<file path="src/hdl/htd_pkg.sv">
// shared types, constants and helpers of the huffman tree bit decoder
package htd_pkg;

  // field widths fixed by the item format
  localparam int unsigned IDX_W     = 9;
  localparam int unsigned VAL_W     = 16;
  localparam int unsigned KIND_W    = 2;
  localparam int unsigned STAT_W    = 2;
  localparam int unsigned BYTE_W    = 8;
  localparam int unsigned DEPTH     = 2 ** IDX_W;
  localparam int unsigned CNT_W     = $clog2(BYTE_W + 1);
  localparam int unsigned NODES_DEF = 512;

  // item kinds
  typedef enum logic [KIND_W-1:0] {
    KIND_LOAD  = 2'd0,
    KIND_DATA  = 2'd1,
    KIND_FLUSH = 2'd2
  } kind_e;

  // result status codes
  typedef enum logic [STAT_W-1:0] {
    STAT_SYM  = 2'd0,
    STAT_ERR  = 2'd1,
    STAT_NONE = 2'd2
  } status_e;

  // one node table entry
  typedef struct packed {
    logic signed [VAL_W-1:0] value;
    logic [IDX_W-1:0]        left;
    logic [IDX_W-1:0]        right;
  } node_t;

  // one result before the last flag is known
  typedef struct packed {
    logic signed [VAL_W-1:0] symbol;
    logic [STAT_W-1:0]       status;
  } res_t;

  // walker to output stage
  typedef struct packed {
    logic push;
    logic close;
    res_t res;
  } ostage_req_t;

  // output stage to walker
  typedef struct packed {
    logic push_ok;
    logic close_ok;
  } ostage_rsp_t;

  // a node with both child indices zero is a leaf
  function automatic logic is_leaf(node_t n);
    return (n.left == '0) && (n.right == '0);
  endfunction

endpackage

</file>
<file path="src/hdl/htd_out_if.sv">
// result item channel of the huffman tree bit decoder
interface htd_out_if
  import htd_pkg::*;
();
  logic                    valid;
  logic                    ready;
  logic signed [VAL_W-1:0] symbol;
  logic [STAT_W-1:0]       status;
  logic                    last;

  modport source (
    output valid, symbol, status, last,
    input  ready
  );

  modport sink (
    input  valid, symbol, status, last,
    output ready
  );
endinterface

</file>
<file path="src/hdl/htd_out_stage.sv">
// result hold register and output register, sets the last flag at item end
module htd_out_stage
  import htd_pkg::*;
(
  input  logic        clk_i,
  input  logic        rst_ni,
  input  ostage_req_t req_i,
  output ostage_rsp_t rsp_o,
  htd_out_if.source   out_o
);

  logic ov_q, ov_d;
  logic hv_q, hv_d;
  res_t hold_q;
  res_t out_res_q;
  logic out_last_q;
  logic out_free;
  logic move;

  // handoff conditions
  assign out_free       = !ov_q || out_o.ready;
  assign rsp_o.push_ok  = !hv_q || out_free;
  assign rsp_o.close_ok = !hv_q || out_free;
  assign move           = (req_i.push || req_i.close) && hv_q && out_free;

  // valid flags of hold and output registers
  always_comb begin
    ov_d = ov_q;
    hv_d = hv_q;
    if (move) begin
      ov_d = 1'b1;
    end else if (out_o.ready) begin
      ov_d = 1'b0;
    end
    if (req_i.push && rsp_o.push_ok) begin
      hv_d = 1'b1;
    end else if (move) begin
      hv_d = 1'b0;
    end
  end

  always_ff @(posedge clk_i or negedge rst_ni) begin
    if (!rst_ni) begin
      ov_q <= 1'b0;
      hv_q <= 1'b0;
    end else begin
      ov_q <= ov_d;
      hv_q <= hv_d;
    end
  end

  // payload registers
  always_ff @(posedge clk_i) begin
    if (req_i.push && rsp_o.push_ok) begin
      hold_q <= req_i.res;
    end
    if (move) begin
      out_res_q  <= hold_q;
      out_last_q <= req_i.close;
    end
  end

  assign out_o.valid  = ov_q;
  assign out_o.symbol = out_res_q.symbol;
  assign out_o.status = out_res_q.status;
  assign out_o.last   = out_last_q;

endmodule

</file>
<file path="src/flat_wrapper.sv">
// flat-port wrapper written by rule: the top's interface ports become plain ports
module htd_out_stage_flat import htd_pkg::*;
  (clk_i, rst_ni, req_i, rsp_o, out_o_valid, out_o_symbol, out_o_status, out_o_last, out_o_ready);
  htd_out_if out_o_i ();
  input  logic clk_i;
  input  logic rst_ni;
  input  ostage_req_t req_i;
  output ostage_rsp_t rsp_o;
  output wire logic [$bits(out_o_i.valid)-1:0] out_o_valid;
  output wire logic [$bits(out_o_i.symbol)-1:0] out_o_symbol;
  output wire logic [$bits(out_o_i.status)-1:0] out_o_status;
  output wire logic [$bits(out_o_i.last)-1:0] out_o_last;
  input wire logic [$bits(out_o_i.ready)-1:0] out_o_ready;
  assign out_o_valid = out_o_i.valid;
  assign out_o_symbol = out_o_i.symbol;
  assign out_o_status = out_o_i.status;
  assign out_o_last = out_o_i.last;
  assign out_o_i.ready = out_o_ready;
  htd_out_stage u_core (.clk_i(clk_i), .rst_ni(rst_ni), .req_i(req_i), .rsp_o(rsp_o), .out_o(out_o_i));
endmodule
</file>
<file path="config.mk">
export PLATFORM = sky130hd
export DESIGN_NAME = htd_out_stage_flat
export DESIGN_NICKNAME = d
export VERILOG_FILES = /design/src/hdl/htd_pkg.sv /design/src/hdl/htd_out_if.sv /design/src/hdl/htd_out_stage.sv /design/src/flat_wrapper.sv
export SDC_FILE = /design/constraint.sdc
export NUM_CORES = 1
export LEC_CHECK = 0
export BUFFER_PORTS_ARGS = -buffer_cell sky130_fd_sc_hd__buf_4
export CAP_MARGIN = 20
export CORE_MARGIN = 1.5
export CORE_UTILIZATION = 45
export CTS_CLUSTER_SIZE = 30
export DETAILED_ROUTE_END_ITERATION = 10
export PLACE_DENSITY = 0.85
export SETUP_SLACK_MARGIN = 0.2
export SYNTH_ARGS = -nofsm -noshare
export SYNTH_HDL_FRONTEND = slang
export SYNTH_SLANG_ARGS = --single-unit
</file>
<file path="constraint.sdc">
create_clock -name clk_i -period 2.37 [get_ports clk_i]
set_clock_uncertainty 0.2 [all_clocks]
set_input_delay 0.237 -clock clk_i [delete_from_list [all_inputs] [get_ports clk_i]]
set_output_delay 0.237 -clock clk_i [all_outputs]
set_load 0.005 [all_outputs]
</file>
# --- Word-level counts from Yosys, hierarchy flattened ---
# Cells that the tools add are included.
word_totals:
  input_bits: 23
  output_inout_bits: 22
  register_bits: 39
classes:
  muxes: 4
  n_reduce_logical: 10
ops:
  columns: ["op", "n"]
  rows:
  - ["two-way mux 1 bit", 4]
  - ["nonzero test 2 bit", 2]
  - ["logical AND 1 bit", 3]
  - ["logical OR 1 bit", 3]
  - ["logical NOT 1 bit", 2]

# --- Depth between registers and ports, before layout ---
# Gate-level depths: netlist (run 1).
logic_depth:
  ltp_word: 5
  ltp_mapped: 3
  mapped_depth_nobuf: 2

# --- Worst setup path after synthesis (run 1) ---
# No wires, ideal clock.
synth_path:
  kind: "reg-to-reg"
  start: "reg u_core.ov_q (netlist: u_core.out_o.valid)"
  end: "reg u_core.hold_q[0] (netlist bit) (enable)"
  path_stages_with_launch: 3
  t_required_ns: 1.771
  setup_time_ns: 0.399
  path_buffers: 0
  synth_period_minus_slack_ns: 2.096
  slack_ns: 0.274
  t_arrival_ns: 1.497
  path_cell_list: "dfrtp_1 nor2b_4 a21oi_1"
synth_between:
  elab_chain_cells: 4
synth_rtl:
  columns: ["item", "line", "text"]
  rows:
  - ["start: declaration", "htd_out_stage.sv:12", "logic ov_q, ov_d;"]
  - ["start signal: assignment", "htd_out_stage.sv:47", "ov_q <= ov_d;"]
  - ["logical NOT 1 bit", "htd_out_stage.sv:21", "assign out_free = !ov_q || out_o.ready;"]
  - ["logical OR 1 bit", "htd_out_stage.sv:21", null]
  - ["logical OR 1 bit", "htd_out_stage.sv:22", "assign rsp_o.push_ok = !hv_q || out_free;"]
  - ["logical AND 1 bit", "htd_out_stage.sv:54", "if (req_i.push && rsp_o.push_ok) begin"]
  - ["end signal: assignment", "htd_out_stage.sv:55", "hold_q <= req_i.res;"]
  - ["end: declaration", "htd_out_stage.sv:14", "res_t hold_q;"]
# No other way between the ends.
# A chain may end at the register's enable or synchronous reset.

# --- Final worst setup path (run 1) ---
layout_path:
  start: "reg u_core.ov_q (netlist: u_core.out_o.valid)"
  end: "reg u_core.hold_q[12] (netlist bit) (enable)"
# The elaborated chain is that of the path after synthesis.

==> results of run 1 <==
## worst max-delay path by stage
stage | depth (start not counted) | slack [ns] | end
finish | 3 | 0.69 | u_core.hold_q[12]
detailed placement | 3 | 0.69 | u_core.hold_q[4]
CTS | 3 | 0.68 | u_core.hold_q[12]
global placement | 3 | 0.74 | u_core.hold_q[6]
floorplan | 2 | 0.27 | u_core.hold_q[0]
global route | 3 | 0.60 | u_core.hold_q[6]
## synthesized netlist by cell type
cell      instances  area share, %
edfxtp_1         37             89
dfrtp_1           2            4.0
nand2_1           2           0.60
nor2_1            2           0.60
a21oi_1           1           0.40
a31oi_4           1            1.7
buf_4             1           0.60
inv_1             1           0.30
nand2b_4          1            1.1
nor2b_4           1            1.1
o21ai_0           1           0.40
## worst max-delay path, stage by stage (launching register included)
cell,delay [ns]
dfrtp_1,0.44
nor2b_4,0.16
a21oi_2,0.33
buf_4,0.28
## per-stage QoR
step           cells  setup WS, ns  hold slack [ns]  util, %
2_1_floorplan     50         0.274           -0.259        -
3_3_place_gp     125         0.742           -0.180     63.9
3_5_place_dp     125         0.690           -0.179     63.9
4_1_cts          154         0.679          0.00200     75.3
5_1_grt          154         0.603          0.00804     75.3
6_report         154         0.687           0.0126     75.3
## cell type report
cell class,count,area (um2),share of cell area (%)
tap,30,37.5,1.96
sequential,39,1160,60.6
clock buffer,5,37.5,1.96
clock inverter,3,43.8,2.28
multi-input combinational,9,77.6,4.05
inverter,1,3.75,0.196
timing repair buffer,67,556,29.0
## what timing repair did
item,4_1_cts,5_1_grt
endpoints found under the hold margin,22,0
resized for setup,0,0
hold buffers,21,0
## power breakdown
group | switching, mW | internal [mW] | leakage (nW)
clock network | 0.214 | 0.222 | 0.0452
registers | 0.0195 | 0.825 | 0.375
logic | 0.0646 | 0.0985 | 0.346
## layer usage
metal,share of wire (%),routed length [um],GRT usage [%],up-vias
met4,1.6,36,8.36,0
met3,6.4,144,5.81,5
met5,0,0,0,-
met2,60,1350,30.1,32
met1,32,734,15.6,333
li1,-,-,-,336
## kinds of logic after synthesis
group,count (synthesis),synth area share (%)
AND/OR/NAND/NOR,6,3.41
flip-flops,39,93.2
AO/OA/AOI/OAI,3,2.51
buffers and inverters,2,0.904
## flip-flops by register name, summed over array words and instances (netlist names)
name,count
u_core.out_o.last,1
u_core.out_o.symbol,16
u_core.out_o.valid,1
u_core.hold_q,18
u_core.hv_q,1
u_core.out_o.status,2
==> flow_summary_export.csv, run 1 <==
group,metric,value,unit
logic_synthesis,synthCells,50,
clock_network,clockBufferDepth,2,
logic_synthesis,avgSynthCellArea,24.9,um2
detailed_routing,ant_nets,0,
sta,period_share,71.0,%
detailed_routing,dr.pass1.iters,4,
power_and_ir_drop,leakage,0.767,nW
setup_path,required,2.22,ns
logic_synthesis,ys_warn_count,0,
placement,port_buffers,44,
min_path,hp-start,"req_i[19]",
detailed_routing,first_iter_violations,12,
sta,setup_viol,0,
placement,gp_congestion,0.778,
sta,setup-tns-final,0,ns
sta,hold_viol,0,
setup_path,end_kind,"register",
detailed_routing,dr_total_vias,706,
die,die_h,55.6,um
finish,diodes,0,
die,fp.dieW,55.6,um
finish,num-fill-cells,153,
min_path,hold_end,"u_core.hv_q",
min_path,min_path_type,"primary input to register",
sta,fin_crit,1.68,ns
finish,final_layout_size_suffix_gt1_share,46.8,%
detailed_routing,avgViaCountPerCell,4.58,
grt,grt_use_total,16.3,%
outcome,status,"complete, no violations",
power_and_ir_drop,power_density,753,nW/um2
die,dieArea,3090,um2
placement,post_dp_cell_area,1630,um2
die,core_area,2540,um2
setup_path,arrival,1.53,ns
logic_synthesis,syn_nets,73,
finish,final_common_cell,"buf_4",
detailed_routing,wirelength,2260,um
setup_path,critPathLaunchType,"register",
setup_path,reg2regPathDepth,3,
detailed_routing,routedWlPerCell,14.7,um
finish,area_growth,53.8,%
setup_path,path_class,"register to register",
clock_network,cts_setup_buffers,0,
setup_path,ff2ff_setup_slack,0.69,ns
min_path,hold_depth,3,
sta,drv_slew,0,
clock_network,clk_pin_slew,0.10,ns
setup_path,r2r_start,"u_core.out_o.valid",
grt,grt_pass1_wl,3550,um
logic_synthesis,synth_cell_types,11,
logic_synthesis,ys_ff_latch,39,
grt,grt_pass1_vias,769,
finish,final_cell_mix,"46 x buf_4, 37 x edfxtp_1, 21 x dlygate4sd3_1",
finish,final_nets,146,
sta,relSlewSlack,75.1,%
sta,worst_slew_pin_slew,0.373,ns
grt,gr-total-overflow,0,
clock_network,numCtsBuffers,5,
detailed_routing,drcViolationCount,0,
grt,grt_max_degree,20,
die,initial_core_util,49.0,%
die,ios,45,
clock_network,cts.sinks,39,
clock_network,htreeDepth,2,
clock_network,clk_latency,0.35,ns
setup_path,r2r-end,"u_core.hold_q[12]",
die,rows,18,
setup_path,crit_path_max_fanout,12,
sta,grt_setup_unrepaired,"false",
placement,hpwl,1510,um
finish,design_area,1920,um2
setup_path,worstSetupStartpoint,"u_core.out_o.valid",
clock_network,cts_tree,"yes",
grt,antenna_found_initial,0,
clock_network,cts_root_buffer,"clkbuf_4",
flow_run,cap_violations,0,
logic_synthesis,ys_seq_area_share,93.2,%
power_and_ir_drop,ir_worst_vdd,0.821,mV
logic_synthesis,synth_area,1250,um2
sta,fmax,594,MHz
power_and_ir_drop,power,1.44,mW
(Power assumes the default switching activity.)
==> run 2: changes to the inputs <==
Clock period 2.37 ns to 1.68 ns, I/O delays scaled along.
==> flow_summary_export.csv, run 2 (synthesis gave the netlist of run 1 again) <==
group,metric,value,unit
detailed_routing,dr_total_vias,729,
detailed_routing,dr.pass1.iters,4,
finish,multi_input_area,96.3,um2
sta,fmax,688,MHz
detailed_routing,wirelength,2280,um
die,dieArea,3090,um2
placement,gp_congestion,0.702,
clock_network,clk_pin_slew,0.10,ns
clock_network,cts.sinks,39,
clock_network,clk_latency,0.32,ns
sta,hold_ws,0.227,ns
setup_path,worst-path-buf-inv,2,
finish,area_growth,57.0,%
die,rows,18,
setup_path,critPathMaxStageDelay,0.39,ns
detailed_routing,drcViolationCount,0,
grt,antenna_found_initial,0,
detailed_routing,ant_nets,0,
finish,design_area,1960,um2
grt,gr-total-overflow,0,
finish,seq_area,1160,um2
setup_path,critPathLaunchType,"register",
sta,setup-tns-final,0,ns
power_and_ir_drop,leakage,0.775,nW
power_and_ir_drop,ir_worst_vdd,0.785,mV
clock_network,clockBufferDepth,2,
grt,grt_pass1_vias,722,
clock_network,cts_tree,"yes",
sta,grt_setup_unrepaired,"true",
sta,period_share,86.5,%
flow_run,cap_violations,0,
sta,hold_viol,0,
die,fp.dieW,55.6,um
finish,utilization,76.9,%
finish,final_layout_size_suffix_gt1_share,47.6,%
finish,largest_reg_flops,18,
setup_path,crit_slowest_cell,"dfrtp_1",
setup_path,path_class,"register to register",
clock_network,htreeDepth,2,
finish,diodes,0,
die,ios,45,
finish,num-fill-cells,148,
setup_path,required,1.52,ns
sta,fin_crit,1.45,ns
min_path,min_path_type,"register to register",
die,core_area,2540,um2
power_and_ir_drop,power_density,952,nW/um2
grt,grt_max_degree,20,
sta,worst_slew_pin_slew,0.215,ns
clock_network,cts_root_buffer,"clkbuf_4",
detailed_routing,first_iter_violations,15,
clock_network,numCtsBuffers,5,
grt,grt_pass1_wl,3570,um
outcome,status,"complete, no violations",
sta,relSlewSlack,85.6,%
detailed_routing,avgViaCountPerCell,4.67,
die,initial_core_util,49.0,%
die,die_h,55.6,um
detailed_routing,routedWlPerCell,14.6,um
setup_path,crit_path_max_fanout,18,
placement,post_dp_cell_area,1670,um2
sta,setup_viol,0,
setup_path,crit_chain,"nor2b_4 -> buf_4 -> a21oi_4 -> buf_12",
setup_path,crit_family,"flip-flops",
finish,top_register,"u_core.hold_q",
sta,drv_slew,0,
finish,final_common_cell,"buf_4",
finish,final_cell_mix,"46 x buf_4, 37 x edfxtp_1, 23 x dlygate4sd3_1",
setup_path,arrival,1.30,ns
finish,final_nets,150,
setup_path,end_kind,"register",
grt,grt_use_total,16.3,%
placement,port_buffers,44,
run 2: changes by cell type in the layout (fill, tap and decap cells not counted), sizes merged:
cell | previous run | this run
buf | 46 | 48
bufinv | 1 | 0
clkinv | 2 | 0
clkbuf | 5 | 6
dlygate4sd3 | 21 | 23
run 2: final timing paths:
path                       slack (ns)  cells past startpoint                     end                from
min in group asynchronous        0.49                      3      u_core.out_o.valid              rst_ni
max reg2reg                      0.23                      4       u_core.hold_q[16]  u_core.out_o.valid
max                              0.23                      4       u_core.hold_q[16]  u_core.out_o.valid
min reg2reg                      0.23                      0  u_core.out_o.symbol[3]    u_core.hold_q[5]
max in group asynchronous        0.65                      3             u_core.hv_q              rst_ni
min                              0.23                      0  u_core.out_o.symbol[3]    u_core.hold_q[5]
run 2: timing repair:
action | 4_1_cts | 5_1_grt
hold buffers | 23 | 0
hold endpoints to repair | 23 | 0
setup endpoints to repair | 2 | 39
buffers inserted | 2 | 0
gates resized for setup | 0 | 2
run 2: per-stage QoR:
stage | power (mW) | setup slack (ns) | instances
after global placement | 1.42 | 0.326 | 125
final | 1.86 | 0.227 | 156
after global routing | 1.93 | 0.176 | 156
after CTS | 1.88 | 0.230 | 156
after floorplan | 1.27 | 0.172 | 50
after detailed placement | 1.43 | 0.285 | 125
run 2: power by group:
part / total [mW] / switching [mW] / internal [mW]
Combinational: 0.269 / 0.103 / 0.166
Clock: 0.405 / 0.256 / 0.149
Sequential: 1.19 / 0.0252 / 1.16
Total: 1.86 / 0.384 / 1.48
run 2: final cells by class:
cell class / count / share of cell area, %
flip-flops and latches: 39 / 59.4
repair buffers: 71 / 31.5
multi-input cells: 9 / 4.92
clock buffers: 6 / 2.11
well taps: 30 / 1.92
inverters: 1 / 0.192
run 2: metal layers:
metal / global-route usage [%] / routed length, um / vias up
met4: 9.41 / 43 / 0
met3: 5.81 / 170 / 5
met1: 19.6 / 899 / 344
met2: 25.5 / 1160 / 40
li1: - / - / 340
met5: 0 / 0 / -
==> run 3: changes to the inputs <==
Settings changed: CORE_UTILIZATION 45 to 35, PLACE_DENSITY 0.85 to 0.71.
==> flow_summary_export.csv, run 3 (synthesis gave the netlist of run 1 again) <==
group,metric,value,unit
clock_network,clk_latency,0.32,ns
sta,hold_viol,0,
outcome,status,"complete, no violations",
sta,setup-tns-final,0,ns
sta,worst_slew_pin_slew,0.286,ns
min_path,min_path_type,"register to register",
detailed_routing,wirelength,2000,um
die,ios,45,
power_and_ir_drop,p_switching,392,uW
setup_path,path_class,"register to register",
detailed_routing,dr.pass1.iters,4,
placement,port_buffers,44,
grt,grt_pass1_wl,3330,um
setup_path,required,1.52,ns
setup_path,end_kind,"register",
clock_network,numCtsBuffers,5,
sta,drv_slew,0,
die,die_h,62.7,um
detailed_routing,avgViaCountPerCell,4.06,
finish,utilization,59.9,%
finish,diodes,0,
power_and_ir_drop,p_clk_share,28.2,%
sta,fmax,682,MHz
grt,grt_use_total,11.6,%
setup_path,critPathLaunchType,"register",
setup_path,r2r_start,"u_core.out_o.valid",
grt,grt_max_degree,19,
finish,final_common_cell,"buf_4",
power_and_ir_drop,ir_worst_vdd,0.663,mV
grt,grt_pass1_vias,763,
finish,final_nets,151,
finish,num-fill-cells,285,
sta,relSlewSlack,80.8,%
detailed_routing,ant_nets,0,
clock_network,htreeDepth,2,
sta,hold_ws,0.228,ns
sta,period_share,87.3,%
die,initial_core_util,37.1,%
power_and_ir_drop,comb_power_share,13.3,%
finish,final_cell_mix,"47 x buf_4, 37 x edfxtp_1, 23 x dlygate4sd3_1",
setup_path,crit_end,"u_core.hold_q[16]",
flow_run,cap_violations,0,
die,fp.dieW,62.7,um
setup_path,r2r-end,"u_core.hold_q[16]",
setup_path,critPathMaxStageDelay,0.39,ns
detailed_routing,drcViolationCount,0,
clock_network,clockBufferDepth,2,
power_and_ir_drop,power_density,1010,nW/um2
power_and_ir_drop,leakage,0.797,nW
grt,gr-total-overflow,0,
detailed_routing,first_iter_violations,16,
finish,final_layout_size_suffix_gt1_share,48.1,%
die,rows,21,
sta,setup_viol,0,
setup_path,ff2ff_setup_slack,0.21,ns
finish,area_growth,61.7,%
setup_path,crit_path_max_fanout,18,
setup_path,arrival,1.31,ns
sta,grt_setup_unrepaired,"true",
setup_path,crit_slowest_cell,"dfrtp_1",
setup_path,crit_chain,"nor2b_4 -> buf_4 -> a21oi_4 -> buf_12",
finish,top_register,"u_core.hold_q",
placement,gp_congestion,0.713,
die,core_area,3360,um2
finish,largest_reg_flops,18,
setup_path,worstSetupStartpoint,"u_core.out_o.valid",
clock_network,cts.sinks,39,
clock_network,cts_root_buffer,"clkbuf_4",
power_and_ir_drop,p_int,1.64,mW
power_and_ir_drop,seqPwrFrac,58.5,%
sta,fin_crit,1.47,ns
die,dieArea,3930,um2
detailed_routing,dr_total_vias,710,
clock_network,clk_pin_slew,0.10,ns
detailed_routing,routedWlPerCell,11.5,um
grt,antenna_found_initial,0,
power_and_ir_drop,switching_share,19.3,%
setup_path,reg2regPathDepth,4,
clock_network,cts_tree,"yes",
## run 3: cell types whose count changed in the layout (fill, tap and decap cells not counted)
cell / previous run / this run
o21ai_1: 0 / 1
buf_4: 46 / 47
bufinv_16: 0 / 1
o21ai_2: 1 / 0
clkbuf_1: 1 / 0
clkinv_1: 0 / 1
clkinv_2: 0 / 1
## run 3: what timing repair did
action | in CTS | in global routing
gates resized for setup | 0 | 1
buffers inserted | 2 | 0
setup endpoints to repair | 2 | 15
endpoints found under the hold margin | 23 | 0
hold buffers | 23 | 0
## run 3: through the flow
| stage | setup WS (ns) | cells | total power [mW] | instance area, um2 |
|---|---|---|---|---|
| 2_1_floorplan | 0.172 | 50 | 1.27 | 1260 |
| 3_3_place_gp | 0.325 | 142 | 1.42 | 1690 |
| 3_5_place_dp | 0.289 | 142 | 1.43 | 1690 |
| 4_1_cts | 0.218 | 175 | 2.06 | 2010 |
| 5_1_grt | 0.189 | 175 | 2.13 | 2020 |
| 6_report | 0.213 | 175 | 2.03 | 2020 |
## run 3: worst min path at each step
stage | startpoint | endpoint | slack [ns] | depth (start not counted)
after global routing | u_core.hold_q[17] | u_core.out_o.symbol[15] | 0.23 | 0
after CTS | u_core.hold_q[2] | u_core.out_o.symbol[0] | 0.23 | 0
after detailed placement | rst_ni | u_core.out_o.valid | -0.25 | 1
after global placement | rst_ni | u_core.hv_q | -0.25 | 1
after floorplan | rst_ni | u_core.hv_q | -0.33 | 0
final | u_core.hold_q[2] | u_core.out_o.symbol[0] | 0.23 | 0
## run 3: worst max-delay path: cells and delay by family, from the launching register on
family                 cells  cell delay [ns]
flip-flops                 1             0.39
AO/OA/AOI/OAI              1             0.15
AND/OR/NAND/NOR            1             0.13
buffers and inverters      2             0.31
## run 3: power groups by stage
stage	Combinational [mW]	Sequential (mW)	Clock, mW
finish	0.269	1.19	0.573
global route	0.288	1.20	0.649
CTS	0.271	1.19	0.596
detailed placement	0.219	1.21	0
global placement	0.214	1.21	0
floorplan	0.0613	1.21	0
## run 3: metal layers
metal  track usage, %  vias to the layer above  routed length [um]
li1                 -                      348                   -
met1             11.1                      327                 693
met2             20.2                       35                1110
met3             6.31                        0                 201
met4             5.56                        0                   0
met5                0                        -                   0
## run 3: final cells by class
type | instances | area [um2] | area share (%)
clock inverter | 3 | 38.8 | 1.92
multi-input combinational | 9 | 92.6 | 4.59
inverter | 1 | 3.75 | 0.186
clock buffer | 5 | 37.5 | 1.86
sequential | 39 | 1160 | 57.7
timing repair buffer | 72 | 623 | 30.9
tap | 46 | 57.6 | 2.86
